$ cat src/ipat_pkg.sv
// Package for the IP address to text unit: status and family codes, mode type,
// character constants and the digit helper functions. No dependencies.
`default_nettype none

package ipat_pkg;

	localparam int unsigned NUM_GROUPS = 8;
	localparam logic [7:0] MIN_SIZE_V4 = 8'd16;
	localparam logic [7:0] MIN_SIZE_V6 = 8'd46;

	localparam logic [7:0] CH_ZERO = 8'h30;
	localparam logic [7:0] CH_DOT = 8'h2E;
	localparam logic [7:0] CH_COLON = 8'h3A;
	localparam logic [7:0] CH_HEX_ALPHA_BASE = 8'h57;

	typedef enum logic [1:0] {
		FAM_IPV4 = 2'd0,
		FAM_IPV6 = 2'd1,
		FAM_RSVD2 = 2'd2,
		FAM_RSVD3 = 2'd3
	} family_t;

	typedef enum logic [1:0] {
		ST_OK = 2'd0,
		ST_NO_SPACE = 2'd1,
		ST_BAD_FAMILY = 2'd2,
		ST_SIZE_ZERO = 2'd3
	} status_t;

	typedef enum logic [1:0] {
		MODE_STATUS = 2'd0,
		MODE_V4 = 2'd1,
		MODE_V6 = 2'd2
	} mode_t;

	// Lower-case ASCII hex digit for one nibble.
	function automatic logic [7:0] hex_char(input logic [3:0] nib);
		logic [7:0] n8;
		n8 = {4'h0, nib};
		if (nib < 4'd10) begin
			return CH_ZERO + n8;
		end
		return CH_HEX_ALPHA_BASE + n8;
	endfunction

	// Three BCD digits of a byte: {hundreds, tens, ones}.
	function automatic logic [11:0] dec_digits(input logic [7:0] v);
		logic [1:0] h;
		logic [7:0] r;
		logic [15:0] m;
		logic [3:0] t;
		logic [7:0] o;
		if (v >= 8'd200) begin
			h = 2'd2;
			r = v - 8'd200;
		end else if (v >= 8'd100) begin
			h = 2'd1;
			r = v - 8'd100;
		end else begin
			h = 2'd0;
			r = v;
		end
		// tens = r * 205 >> 11, exact for r below 100
		m = {8'h00, r} * 16'd205;
		t = m[14:11];
		o = r - ({4'h0, t} * 8'd10);
		return {2'b00, h, t, o[3:0]};
	endfunction

endpackage

`default_nettype wire

$ cat src/ipat_in_if.sv
// Address channel of the IP address to text unit: valid/ready plus item fields.
// Depends on nothing.
`default_nettype none

interface ipat_in_if;
	logic valid;
	logic ready;
	logic [1:0] cmd;
	logic [63:0] addr_hi;
	logic [63:0] addr_lo;
	logic [7:0] buf_size;

	modport source (output valid, output cmd, output addr_hi, output addr_lo,
		output buf_size, input ready);
	modport sink (input valid, input cmd, input addr_hi, input addr_lo,
		input buf_size, output ready);
endinterface

`default_nettype wire

$ cat src/ipat_out_if.sv
// Text channel of the IP address to text unit: valid/ready plus one character item.
// Depends on nothing.
`default_nettype none

interface ipat_out_if;
	logic valid;
	logic ready;
	logic [7:0] text_char;
	logic char_valid;
	logic [1:0] status;
	logic last;

	modport source (output valid, output text_char, output char_valid,
		output status, output last, input ready);
	modport sink (input valid, input text_char, input char_valid,
		input status, input last, output ready);
endinterface

`default_nettype wire

$ cat src/ip_address_to_text_unit.sv
// Top level: binary IPv4/IPv6 address to ASCII text, one character per item.
// Depends on ipat_pkg, ipat_in_if and ipat_out_if.
//
//  channel   dir  modport  items per address
//  addr_ch   in   sink     1 (cmd, addr_hi, addr_lo, buf_size)
//  text_ch   out  source   1 to 39 (text_char, char_valid, status, last)
//
// One text item leaves per cycle from the output register while text_ch does not
// stall; an address gives as many items as it has characters (1 for a status-only
// item, 7..15 for IPv4, 2..39 for IPv6), set by the single character cursor.
// The next address is taken in the cycle its predecessor's last item is loaded.
// arst_n clears the busy flag and the output valid; no clearing pass.
// A stall on text_ch holds the output register and the cursor.
`default_nettype none

module ip_address_to_text_unit (
	input wire logic clk,
	input wire logic arst_n,
	ipat_in_if.sink addr_ch,
	ipat_out_if.source text_ch
);

	logic busy_q;
	ipat_pkg::mode_t mode_q;
	ipat_pkg::status_t status_q;
	logic [63:0] addr_hi_q;
	logic [63:0] addr_lo_q;
	logic [2:0] grp_q;
	logic [2:0] pos_q;

	logic out_valid_q;
	logic [7:0] text_char_q;
	logic char_valid_q;
	logic [1:0] status_out_q;
	logic last_q;

	logic emit;
	logic accept;
	logic in_ready;
	ipat_pkg::status_t new_status;
	ipat_pkg::mode_t new_mode;

	logic [127:0] addr_all;
	logic [15:0] grp_val [ipat_pkg::NUM_GROUPS];
	logic [ipat_pkg::NUM_GROUPS-1:0] zero_vec;
	logic has_z;
	logic [2:0] z_idx;
	logic [3:0] e_idx;

	logic [15:0] cur_grp;
	logic [2:0] n6;
	logic [2:0] sep6;
	logic [2:0] dig6;
	logic [2:0] len6;
	logic [2:0] idx6;
	logic [3:0] nib6;
	logic [3:0] next6;
	logic [7:0] char6;

	logic [7:0] cur_byte;
	logic [11:0] bcd;
	logic [2:0] n4;
	logic [2:0] len4;
	logic [2:0] idx4;
	logic [3:0] dig4;
	logic [7:0] char4;

	logic tok_end;
	logic cur_last;
	logic [3:0] next_grp;
	logic [7:0] cur_char;
	logic cur_char_valid;

	// Input item classification
	always_comb begin
		if (addr_ch.buf_size == 8'd0) begin
			new_status = ipat_pkg::ST_SIZE_ZERO;
		end else begin
			case (ipat_pkg::family_t'(addr_ch.cmd))
				ipat_pkg::FAM_IPV4: new_status = (addr_ch.buf_size < ipat_pkg::MIN_SIZE_V4)
					? ipat_pkg::ST_NO_SPACE : ipat_pkg::ST_OK;
				ipat_pkg::FAM_IPV6: new_status = (addr_ch.buf_size < ipat_pkg::MIN_SIZE_V6)
					? ipat_pkg::ST_NO_SPACE : ipat_pkg::ST_OK;
				default: new_status = ipat_pkg::ST_BAD_FAMILY;
			endcase
		end
		if (new_status != ipat_pkg::ST_OK) begin
			new_mode = ipat_pkg::MODE_STATUS;
		end else if (addr_ch.cmd == ipat_pkg::FAM_IPV4) begin
			new_mode = ipat_pkg::MODE_V4;
		end else begin
			new_mode = ipat_pkg::MODE_V6;
		end
	end

	// IPv6 groups and the first zero run
	assign addr_all = {addr_hi_q, addr_lo_q};

	always_comb begin
		for (int g = 0; g < ipat_pkg::NUM_GROUPS; g++) begin
			grp_val[g] = addr_all[127 - 16*g -: 16];
			zero_vec[g] = (grp_val[g] == 16'h0000);
		end
		has_z = |zero_vec;
		z_idx = 3'd0;
		for (int g = ipat_pkg::NUM_GROUPS - 1; g >= 0; g--) begin
			if (zero_vec[g]) begin
				z_idx = 3'(g);
			end
		end
		e_idx = 4'(ipat_pkg::NUM_GROUPS);
		for (int g = ipat_pkg::NUM_GROUPS - 1; g >= 0; g--) begin
			if (!zero_vec[g] && (g > int'(z_idx))) begin
				e_idx = 4'(g);
			end
		end
	end

	// IPv6 character at the cursor
	always_comb begin
		cur_grp = grp_val[grp_q];
		if (cur_grp[15:12] != 4'h0) begin
			n6 = 3'd4;
		end else if (cur_grp[11:8] != 4'h0) begin
			n6 = 3'd3;
		end else if (cur_grp[7:4] != 4'h0) begin
			n6 = 3'd2;
		end else begin
			n6 = 3'd1;
		end
		if (has_z && (grp_q == z_idx)) begin
			sep6 = 3'd2;
			dig6 = 3'd0;
			next6 = e_idx;
		end else begin
			sep6 = ((grp_q == 3'd0) || (has_z && ({1'b0, grp_q} == e_idx))) ? 3'd0 : 3'd1;
			dig6 = n6;
			next6 = {1'b0, grp_q} + 4'd1;
		end
		len6 = sep6 + dig6;
		idx6 = (3'd4 - n6) + (pos_q - sep6);
		case (idx6[1:0])
			2'd0: nib6 = cur_grp[15:12];
			2'd1: nib6 = cur_grp[11:8];
			2'd2: nib6 = cur_grp[7:4];
			default: nib6 = cur_grp[3:0];
		endcase
		char6 = (pos_q < sep6) ? ipat_pkg::CH_COLON : ipat_pkg::hex_char(nib6);
	end

	// IPv4 character at the cursor
	always_comb begin
		case (grp_q[1:0])
			2'd0: cur_byte = addr_hi_q[63:56];
			2'd1: cur_byte = addr_hi_q[55:48];
			2'd2: cur_byte = addr_hi_q[47:40];
			default: cur_byte = addr_hi_q[39:32];
		endcase
		bcd = ipat_pkg::dec_digits(cur_byte);
		if (bcd[11:8] != 4'h0) begin
			n4 = 3'd3;
		end else if (bcd[7:4] != 4'h0) begin
			n4 = 3'd2;
		end else begin
			n4 = 3'd1;
		end
		len4 = n4 + ((grp_q[1:0] != 2'd3) ? 3'd1 : 3'd0);
		idx4 = (3'd3 - n4) + pos_q;
		case (idx4[1:0])
			2'd0: dig4 = bcd[11:8];
			2'd1: dig4 = bcd[7:4];
			default: dig4 = bcd[3:0];
		endcase
		char4 = (pos_q < n4) ? (ipat_pkg::CH_ZERO + {4'h0, dig4}) : ipat_pkg::CH_DOT;
	end

	// Mode select
	always_comb begin
		unique case (mode_q)
			ipat_pkg::MODE_V4: begin
				tok_end = (pos_q == (len4 - 3'd1));
				next_grp = {1'b0, grp_q} + 4'd1;
				cur_last = tok_end && (grp_q[1:0] == 2'd3);
				cur_char = char4;
				cur_char_valid = 1'b1;
			end
			ipat_pkg::MODE_V6: begin
				tok_end = (pos_q == (len6 - 3'd1));
				next_grp = next6;
				cur_last = tok_end && (next6 == 4'(ipat_pkg::NUM_GROUPS));
				cur_char = char6;
				cur_char_valid = 1'b1;
			end
			default: begin
				tok_end = 1'b1;
				next_grp = 4'd0;
				cur_last = 1'b1;
				cur_char = 8'h00;
				cur_char_valid = 1'b0;
			end
		endcase
	end

	assign emit = busy_q && (!out_valid_q || text_ch.ready);
	assign in_ready = !busy_q || (emit && cur_last);
	assign accept = addr_ch.valid && in_ready;
	assign addr_ch.ready = in_ready;

	always_ff @(posedge clk or negedge arst_n) begin
		if (!arst_n) begin
			busy_q <= 1'b0;
			mode_q <= ipat_pkg::MODE_STATUS;
			status_q <= ipat_pkg::ST_OK;
			grp_q <= 3'd0;
			pos_q <= 3'd0;
		end else if (accept) begin
			busy_q <= 1'b1;
			mode_q <= new_mode;
			status_q <= new_status;
			grp_q <= 3'd0;
			pos_q <= 3'd0;
		end else if (emit) begin
			if (cur_last) begin
				busy_q <= 1'b0;
			end
			if (tok_end) begin
				grp_q <= next_grp[2:0];
				pos_q <= 3'd0;
			end else begin
				pos_q <= pos_q + 3'd1;
			end
		end
	end

	always_ff @(posedge clk) begin
		if (accept) begin
			addr_hi_q <= addr_ch.addr_hi;
			addr_lo_q <= addr_ch.addr_lo;
		end
		if (emit) begin
			text_char_q <= cur_char;
			char_valid_q <= cur_char_valid;
			status_out_q <= status_q;
			last_q <= cur_last;
		end
	end

	always_ff @(posedge clk or negedge arst_n) begin
		if (!arst_n) begin
			out_valid_q <= 1'b0;
		end else if (emit) begin
			out_valid_q <= 1'b1;
		end else if (text_ch.ready) begin
			out_valid_q <= 1'b0;
		end
	end

	assign text_ch.valid = out_valid_q;
	assign text_ch.text_char = text_char_q;
	assign text_ch.char_valid = char_valid_q;
	assign text_ch.status = status_out_q;
	assign text_ch.last = last_q;

	a_status_only_is_last: assert property (@(posedge clk) disable iff (!arst_n)
		(out_valid_q && !char_valid_q) |-> (last_q && (status_out_q != ipat_pkg::ST_OK)))
		else $error("status-only item without last or with ok status");

	a_char_is_ok: assert property (@(posedge clk) disable iff (!arst_n)
		(out_valid_q && char_valid_q) |-> (status_out_q == ipat_pkg::ST_OK))
		else $error("character item with nonzero status");

	a_accept_when_free: assert property (@(posedge clk) disable iff (!arst_n)
		accept |-> (!busy_q || (emit && cur_last)))
		else $error("address taken while previous one still has characters");

	a_busy_holds: assert property (@(posedge clk) disable iff (!arst_n)
		(emit && !cur_last) |=> busy_q)
		else $error("busy dropped before last character");

	a_emit_fills_output: assert property (@(posedge clk) disable iff (!arst_n)
		emit |=> out_valid_q)
		else $error("emitted character not held in output register");

endmodule

`default_nettype wire
$ cat src/flat_wrapper.sv
// flat-port wrapper written by rule: the top's interface ports become plain ports
module ip_address_to_text_unit_flat 
  (clk, arst_n, addr_ch_valid, addr_ch_cmd, addr_ch_addr_hi, addr_ch_addr_lo, addr_ch_buf_size, addr_ch_ready, text_ch_valid, text_ch_text_char, text_ch_char_valid, text_ch_status, text_ch_last, text_ch_ready);
  ipat_in_if addr_ch_i ();
  ipat_out_if text_ch_i ();
  input wire logic clk;
  input wire logic arst_n;
  input wire logic [$bits(addr_ch_i.valid)-1:0] addr_ch_valid;
  input wire logic [$bits(addr_ch_i.cmd)-1:0] addr_ch_cmd;
  input wire logic [$bits(addr_ch_i.addr_hi)-1:0] addr_ch_addr_hi;
  input wire logic [$bits(addr_ch_i.addr_lo)-1:0] addr_ch_addr_lo;
  input wire logic [$bits(addr_ch_i.buf_size)-1:0] addr_ch_buf_size;
  output wire logic [$bits(addr_ch_i.ready)-1:0] addr_ch_ready;
  output wire logic [$bits(text_ch_i.valid)-1:0] text_ch_valid;
  output wire logic [$bits(text_ch_i.text_char)-1:0] text_ch_text_char;
  output wire logic [$bits(text_ch_i.char_valid)-1:0] text_ch_char_valid;
  output wire logic [$bits(text_ch_i.status)-1:0] text_ch_status;
  output wire logic [$bits(text_ch_i.last)-1:0] text_ch_last;
  input wire logic [$bits(text_ch_i.ready)-1:0] text_ch_ready;
  assign addr_ch_i.valid = addr_ch_valid;
  assign addr_ch_i.cmd = addr_ch_cmd;
  assign addr_ch_i.addr_hi = addr_ch_addr_hi;
  assign addr_ch_i.addr_lo = addr_ch_addr_lo;
  assign addr_ch_i.buf_size = addr_ch_buf_size;
  assign addr_ch_ready = addr_ch_i.ready;
  assign text_ch_valid = text_ch_i.valid;
  assign text_ch_text_char = text_ch_i.text_char;
  assign text_ch_char_valid = text_ch_i.char_valid;
  assign text_ch_status = text_ch_i.status;
  assign text_ch_last = text_ch_i.last;
  assign text_ch_i.ready = text_ch_ready;
  ip_address_to_text_unit u_core (.clk(clk), .arst_n(arst_n), .addr_ch(addr_ch_i), .text_ch(text_ch_i));
endmodule
$ cat config.mk
export PLATFORM = sky130hd
export DESIGN_NAME = ip_address_to_text_unit_flat
export DESIGN_NICKNAME = d
export VERILOG_FILES = /design/src/ipat_pkg.sv /design/src/ipat_in_if.sv /design/src/ipat_out_if.sv /design/src/ip_address_to_text_unit.sv /design/src/flat_wrapper.sv
export SDC_FILE = /design/constraint.sdc
export NUM_CORES = 1
export LEC_CHECK = 0
export BUFFER_PORTS_ARGS = -buffer_cell sky130_fd_sc_hd__buf_4
export CAP_MARGIN = 20
export CORE_ASPECT_RATIO = 0.75
export CORE_MARGIN = 10
export CORE_UTILIZATION = 40
export DETAILED_ROUTE_END_ITERATION = 8
export GPL_TIMING_DRIVEN = 1
export PLACE_DENSITY_LB_ADDON = 0.3
export SLEW_MARGIN = 20
export SYNTH_ARGS = -nofsm -noshare
export SYNTH_HDL_FRONTEND = slang
export SYNTH_SLANG_ARGS = --single-unit
$ cat constraint.sdc
create_clock -name clk -period 15.4 [get_ports clk]
set_clock_uncertainty 0.05 [all_clocks]
set_input_delay 1.54 -clock clk [delete_from_list [all_inputs] [get_ports clk]]
set_output_delay 1.54 -clock clk [all_outputs]
set_load 0.005 [all_outputs]
* After elaboration in Yosys (flattened, before gate mapping)
Index checks and enable logic that the tools add are counted. W data, S select, Z words.
Storage, ports and cells: flip-flop bits (word level) 152, bits of input ports 142, output and inout port bits 14, word-level logic and storage cells 178
Operators by class: $add $sub $neg 17, multipliers 2, magnitude comparators 15, eq/ne operators 15, muxes and demuxes 62, bitwise logic cells 1, reductions and logical operators 54
Operators by type and width (number):
- $logic_not A16 Y1 | 8
- $mux W3 | 17
- $bmux W16 S3 | 1
- $mux W8 | 6
- $mux W16 | 2
- $mux W4 | 8
- $pmux W8 S3 | 1
- $mux W2 | 8
- $pmux W8 S2 | 1
- $reduce_bool A4 Y1 | 4
- $mul A8 B8 Y15 const B | 1
- $add A6 B4 Y7 const A | 2
- $logic_and A1 B1 Y1 | 14
- $gt A3 B3 Y1 const A | 4
- $mux W1 | 12
- $pmux W4 S3 | 1
- $reduce_bool A2 Y1 | 6
- $eq A2 B1 Y1 const B | 5
- $eq A3 B3 Y1 | 3
- $logic_not A1 Y1 | 9
- $add A7 B4 Y8 const A | 1
- $eq A2 B2 Y1 const B | 4
- $ge A8 B7 Y1 const B | 1
- $ge A8 B8 Y1 const B | 1
- 35 further kinds | 46

* Depth between registers and ports, before layout
depth in word-level cells 33, depth in mapped cells 47, depth with buffers taken out 41

* Worst setup path before layout
Ideal clock, no wire load.
path kind register to register, start reg u_core.grp_q[0], end reg u_core.status_q[0], library setup time 128 ps, data arrival time 9682 ps, required time 15222 ps, path slack 5540 ps, stages on the path, launching flop included 47, buffers on the path 6, clock period less this slack 9860 ps, cells stage by stage dfrtp_1 -> buf_2 -> buf_2 -> buf_2 -> buf_2 -> inv_1 -> ha_1 -> buf_4 -> a22oi_1 -> nand2_1 -> mux2i_1 -> ha_1 -> nand2_1 -> a311o_1 -> and2_1 -> a21oi_1 -> mux2i_1 -> xnor2_1 -> [11 not listed] -> nand2_1 -> mux2i_1 -> o41a_1 -> nand3_1 -> o31ai_1 -> nand3_1 -> nand2_1 -> inv_1 -> ha_1 -> ha_1 -> xnor2_1 -> nor3_1 -> a21oi_1 -> o41ai_1 -> o21ai_1 -> a21boi_1 -> buf_4 -> mux2_1
On the way: word-level cells in the longest chain between the ends 17, elaborated cells between the ends (all ways) 54, those cells by class add/sub: 7; mul: 1; order compare: 2; eq/ne: 9; mux: 19; bitwise: 1; reduce/logical: 15
Ends and longest elaborated chain:
- start: declaration | line ip_address_to_text_unit.sv:28 | logic [2:0] grp_q;
- start signal: assignment | line ip_address_to_text_unit.sv:227 | grp_q <= next_grp[2:0];
- $eq A2 B2 Y1 (tied with other cells) | line ip_address_to_text_unit.sv:153 | case (grp_q[1:0])
- $pmux W8 S3 / $bmux W16 S3 (equally long branches) | line ip_address_to_text_unit.sv:153, ip_address_to_text_unit.sv:121
- $sub A8 B7 Y8 (tied with other cells) | line ipat_pkg.sv:58 | r = v - 8'd100;
- $mux W8 / $mux W16 (equally long branches) | line ipat_pkg.sv:56, ip_address_to_text_unit.sv:121
- $mux W8 / $reduce_bool A4 Y1 (equally long branches) | line ipat_pkg.sv:53, ip_address_to_text_unit.sv:126
- $mul A8 B8 Y15 / $mux W2 (equally long branches) | line ipat_pkg.sv:64, ip_address_to_text_unit.sv:126
- $reduce_bool A4 Y1 / $mux W3 (equally long branches) | line ip_address_to_text_unit.sv:162, ip_address_to_text_unit.sv:124
- $mux W2 / $mux W3 (equally long branches) | line ip_address_to_text_unit.sv:162, ip_address_to_text_unit.sv:122
- [2 not listed]
- $sub A3 B1 Y3 (on tied branches) | line ip_address_to_text_unit.sv:181, ip_address_to_text_unit.sv:188
- $eq A3 B3 Y1 (on tied branches) | line ip_address_to_text_unit.sv:181, ip_address_to_text_unit.sv:188
- $logic_and A1 B1 Y1 (on tied branches) | line ip_address_to_text_unit.sv:183, ip_address_to_text_unit.sv:190
- $pmux W1 S2 (*) | line ip_address_to_text_unit.sv:179 | unique case (mode_q)
- $logic_and A1 B1 Y1 (*) | line ip_address_to_text_unit.sv:205 | assign in_ready = !busy_q || (emit && cur_last);
- $logic_or A1 B1 Y1 (*) | line ip_address_to_text_unit.sv:205
- $logic_and A1 B1 Y1 (*) | line ip_address_to_text_unit.sv:206 | assign accept = addr_ch.valid && in_ready;
- net u_core.accept | line ip_address_to_text_unit.sv:38 | logic accept;
- end signal: assignment | line ip_address_to_text_unit.sv:213 | status_q <= ipat_pkg::ST_OK;
- end signal: assignment | line ip_address_to_text_unit.sv:219 | status_q <= new_status;
- end: declaration | line ip_address_to_text_unit.sv:25 | ipat_pkg::status_t status_q;
The timed path passes the listed nets; every way through them passes the cells marked *. The select of a mux whose other input is x is not followed. A chain may end at the register's enable or synchronous reset.

* Final worst setup path
start reg u_core.grp_q[0], end out addr_ch_ready
On the way: word-level cells in the longest chain between the ends 16, elaborated cells between the ends (all ways) 53, those cells by class add/sub: 7; mul: 1; order compare: 2; eq/ne: 9; mux: 19; bitwise: 1; reduce/logical: 14
Ends and longest elaborated chain:
- $eq A2 B2 Y1 (tied with other cells) | line ip_address_to_text_unit.sv:153
- $pmux W8 S3 / $bmux W16 S3 (equally long branches) | line ip_address_to_text_unit.sv:153, ip_address_to_text_unit.sv:121
- $sub A8 B7 Y8 (tied with other cells) | line ipat_pkg.sv:58
- $mux W8 / $mux W16 (equally long branches) | line ipat_pkg.sv:56, ip_address_to_text_unit.sv:121
- $mux W8 / $reduce_bool A4 Y1 (equally long branches) | line ipat_pkg.sv:53, ip_address_to_text_unit.sv:126
- $mul A8 B8 Y15 / $mux W2 (equally long branches) | line ipat_pkg.sv:64, ip_address_to_text_unit.sv:126
- $reduce_bool A4 Y1 / $mux W3 (equally long branches) | line ip_address_to_text_unit.sv:162, ip_address_to_text_unit.sv:124
- $mux W2 / $mux W3 (equally long branches) | line ip_address_to_text_unit.sv:162, ip_address_to_text_unit.sv:122
- $mux W2 / $mux W3 (equally long branches) | line ip_address_to_text_unit.sv:160, ip_address_to_text_unit.sv:131
- $add A2 B1 Y3 / $add A2 B3 Y3 (equally long branches) | line ip_address_to_text_unit.sv:167, ip_address_to_text_unit.sv:140
- $sub A3 B1 Y3 (on tied branches) | line ip_address_to_text_unit.sv:181, ip_address_to_text_unit.sv:188
- $eq A3 B3 Y1 (on tied branches) | line ip_address_to_text_unit.sv:181, ip_address_to_text_unit.sv:188
- $logic_and A1 B1 Y1 (on tied branches) | line ip_address_to_text_unit.sv:183, ip_address_to_text_unit.sv:190
- $pmux W1 S2 (*) | line ip_address_to_text_unit.sv:179
- $logic_and A1 B1 Y1 (*) | line ip_address_to_text_unit.sv:205
- $logic_or A1 B1 Y1 (*) | line ip_address_to_text_unit.sv:205
- end: declaration | line flat_wrapper.sv:13 | output wire logic [$bits(addr_ch_i.ready)-1:0] addr_ch_ready;
Every way passes the cells marked *; elsewhere a longest branch is shown, timed or not. The select of a mux whose other input is x is not followed.

==> metrics.md <==
| Metric | Value |
|---|---|
| Run status | `completed` |
| Area contributors post-synth | `edfxtp_1 (46%), ha_1 (9.1%), mux4_2 (8.0%)` |
| Worst path required time | `13.81 ns` |
| Worst Tran Pin Value | `1.05 ns` |
| Synth Area in Simple Gates | `11.0%` |
| I/O pin cnt | `156` |
| Post-Synthesis Cells | `703` |
| Cts hold-fix bufs | `0` |
| Synth Area in Adders | `12.0%` |
| First-pass DRT Iterations | `7` |
| Clock Sinks | `151` |
| Synth top area share | `46.5%` |
| DR DRC count | `0` |
| Die W | `193 µm` |
| Asr flop ratio synth | `7.95%` |
| Slowest cell on crit path | `nor3_1` |
| Total grt overflow | `0` |
| Core Box Area | `22100 µm²` |
| Ys Warns | `0` |
| Max incr delay on CP | `0.56 ns` |
| Fmax | `90.3 MHz` |
| Endpoint type of the worst setup path | `primary output` |
| Post-synth EDFFs | `139` |
| Die area | `28900 µm²` |
| Register area share after synthesis | `49.8%` |
| Starting DRC count in detailed routing | `553` |
| Reg-to-Reg Start | `u_core.grp_q[0]$_DFFE_PN0P_` |
| Largest family of logic cells by synthesized area | `adder cells` |
| HPWL Detailed | `19.3 mm` |
| Crit path from | `u_core.grp_q[0]$_DFFE_PN0P_` |
| Kind of critical path | `flip-flop to primary output` |
| Synth Register Bits | `151` |
| Rows | `47` |
| XOR/XNOR share of the synthesized area | `3.15%` |
| Compound-Gate Fraction of Synth Area | `7.94%` |
| Pins over their slew limit | `0` |
| Final setup TNS | `0 ns` |
| WHS Path Cells | `0` |
| H-tree levels | `4` |
| # Post-CTS Setup Buffers | `0` |
| Post-synth net total | `923` |
| Area Overhead vs Synth | `22.3%` |
| # nets final | `1079` |
| Max_slew headroom | `30.1%` |
| Ratio of final minimum period to clock period | `71.9%` |
| # placed instances | `1134` |
| Initial Utilization | `40.7%` |
| Final critical-path required period | `11.07 ns` |
| Leading area contributor after synthesis | `edfxtp_1` |
| Setup slack at placement | `4.43 ns` |
| Max-cap violations | `0` |
| DRT Wirelength | `24.9 mm` |
| ANT cells | `0` |
| Worst reg2reg path depth | `40` |
| Final Hold Fails | `0` |
| Root buf cell | `clkbuf_16` |
| Max Root-Sink Buffers | `2` |
| DR vias | `6397` |
| Mux cell area share after synthesis | `11.9%` |
| Crit-path leading delay family | `adder cells` |
| Buf+Inv Stages, Crit Path | `8` |
| Routed WL per cell | `21.4 µm` |
| WP depth | `39` |
| Routability cong. | `0.909` |
| Die Ht | `150 µm` |
| Most frequent cell after synthesis | `edfxtp_1` |
| Worst-Skew Late Latency | `0.43 ns` |
| Initial antenna violation count | `0` |
| Largest net degree at the start of global routing | `86` |
| Clk slew on worst S/H paths | `0.06 ns` |
| CTS Buf Count | `17` |
| RSZ-0062 raised after global routing | `false` |
| HP Class | `flip-flop to flip-flop` |
| Crit path arrival time | `9.48 ns` |
| Final WS setup | `4.33 ns` |
| Prevailing post-synth register cell | `edfxtp_1` |
| Top cells by count, synth | `edfxtp_1 (139), ha_1 (65), inv_1 (64)` |
| Synth cell types | `67` |
| Antenna-violating nets left | `0` |
| Mapped Area | `8980 µm²` |
| Critical Path Most Common Cell | `ha_1` |
| First-pass GRT wire length | `37.9 mm` |
| Crit-path max FO | `44` |
| Finish-stage setup viols | `0` |
| HP Start | `u_core.status_q[0]$_DFFE_PN0P_` |
| Avg Inst Size Synth | `12.8 µm²` |
| PortBufs | `154` |
| Critical path launch point type | `flip-flop` |
| Share of cells above drive strength 1 | `28.3%` |
| Post-route insts no fill | `1166` |
| Post-cts sizing count | `0` |
| GRT Util Overall | `17.5%` |
| Vias in the first global route | `6522` |
| CTS tree | `yes` |
| Final hold slack | `0.396 ns` |
| DR vias/cell | `5.49` |
state kept, by name (all words and copies together) (netlist names), 2 cells and up:
signal and cells:
u_core.pos_q 3, u_core.text_ch.text_char 7, u_core.addr_lo_q 64, u_core.addr_hi_q 64, u_core.mode_q 2, u_core.text_ch.status 2, u_core.status_q 2, u_core.grp_q 3
final timing paths:
| check | to | slack, ns |
|---|---|---|
| worst max-delay path | addr_ch_ready | 4.33 |
| worst min-delay path | u_core.text_ch.status[0]$_DFFE_PP_ | 0.40 |
| worst max register to register | u_core.addr_hi_q[28]$_DFFE_PP_ | 4.38 |
| worst min register to register | u_core.text_ch.status[0]$_DFFE_PP_ | 0.40 |
| max in group asynchronous | u_core.grp_q[0]$_DFFE_PN0P_ | 14.23 |
| min in group asynchronous | u_core.text_ch.valid$_DFFE_PN0P_ | 0.89 |
per-layer routing:
| layer | routed length (µm) | share of wire [%] | vias to the layer above | track usage (%) |
|---|---|---|---|---|
| li1 | - | - | 3001 | - |
| met1 | 11500 | 46 | 3020 | 25.6 |
| met2 | 10100 | 41 | 356 | 23.3 |
| met3 | 3180 | 13 | 20 | 7.44 |
| met4 | 176 | 0.71 | 0 | 3.68 |
| met5 | 0 | 0 | - | 0 |
cells in the final DEF (no fill, tap or decap), drive strengths merged, types with 8 or more instances in the layout:
cell type,count
a21oi,27
and2,8
buf,159
clkbuf,19
dfrtp,12
edfxtp,139
fa,13
ha,65
inv,69
mux2,14
mux2i,19
mux4,32
nand2,48
nand4,18
nor2,35
nor3,12
nor4,35
o21ai,20
xnor2,15
xor2,13
metrics by stage:
stage	cell area (µm²)	utilization [%]
final	11000	49.8
after global routing	11000	49.8
after CTS	11000	49.8
after detailed placement	10400	47.3
after global placement	10400	47.3
after floorplan	8980	-
cells by family after synthesis:
| group | after synthesis |
|---|---|
| other cells | 1 |
| buf+inv | 87 |
| simple gates | 191 |
| flops | 151 |
| xor+xnor | 29 |
| mux | 65 |
| compound gates | 101 |
| fa+ha+maj | 78 |
layout make-up:
type | instances | area, µm²
fill | 1954 | 11100
sequential | 151 | 4480
multi-input combinational | 465 | 4150
timing repair buffer | 159 | 1190
clock buffer | 19 | 433
tap | 294 | 368
inverter | 65 | 244
clock inverter | 13 | 121
Power is not shown: default switching activity piles up to over one toggle a cycle in this logic, so the estimate is an artifact.
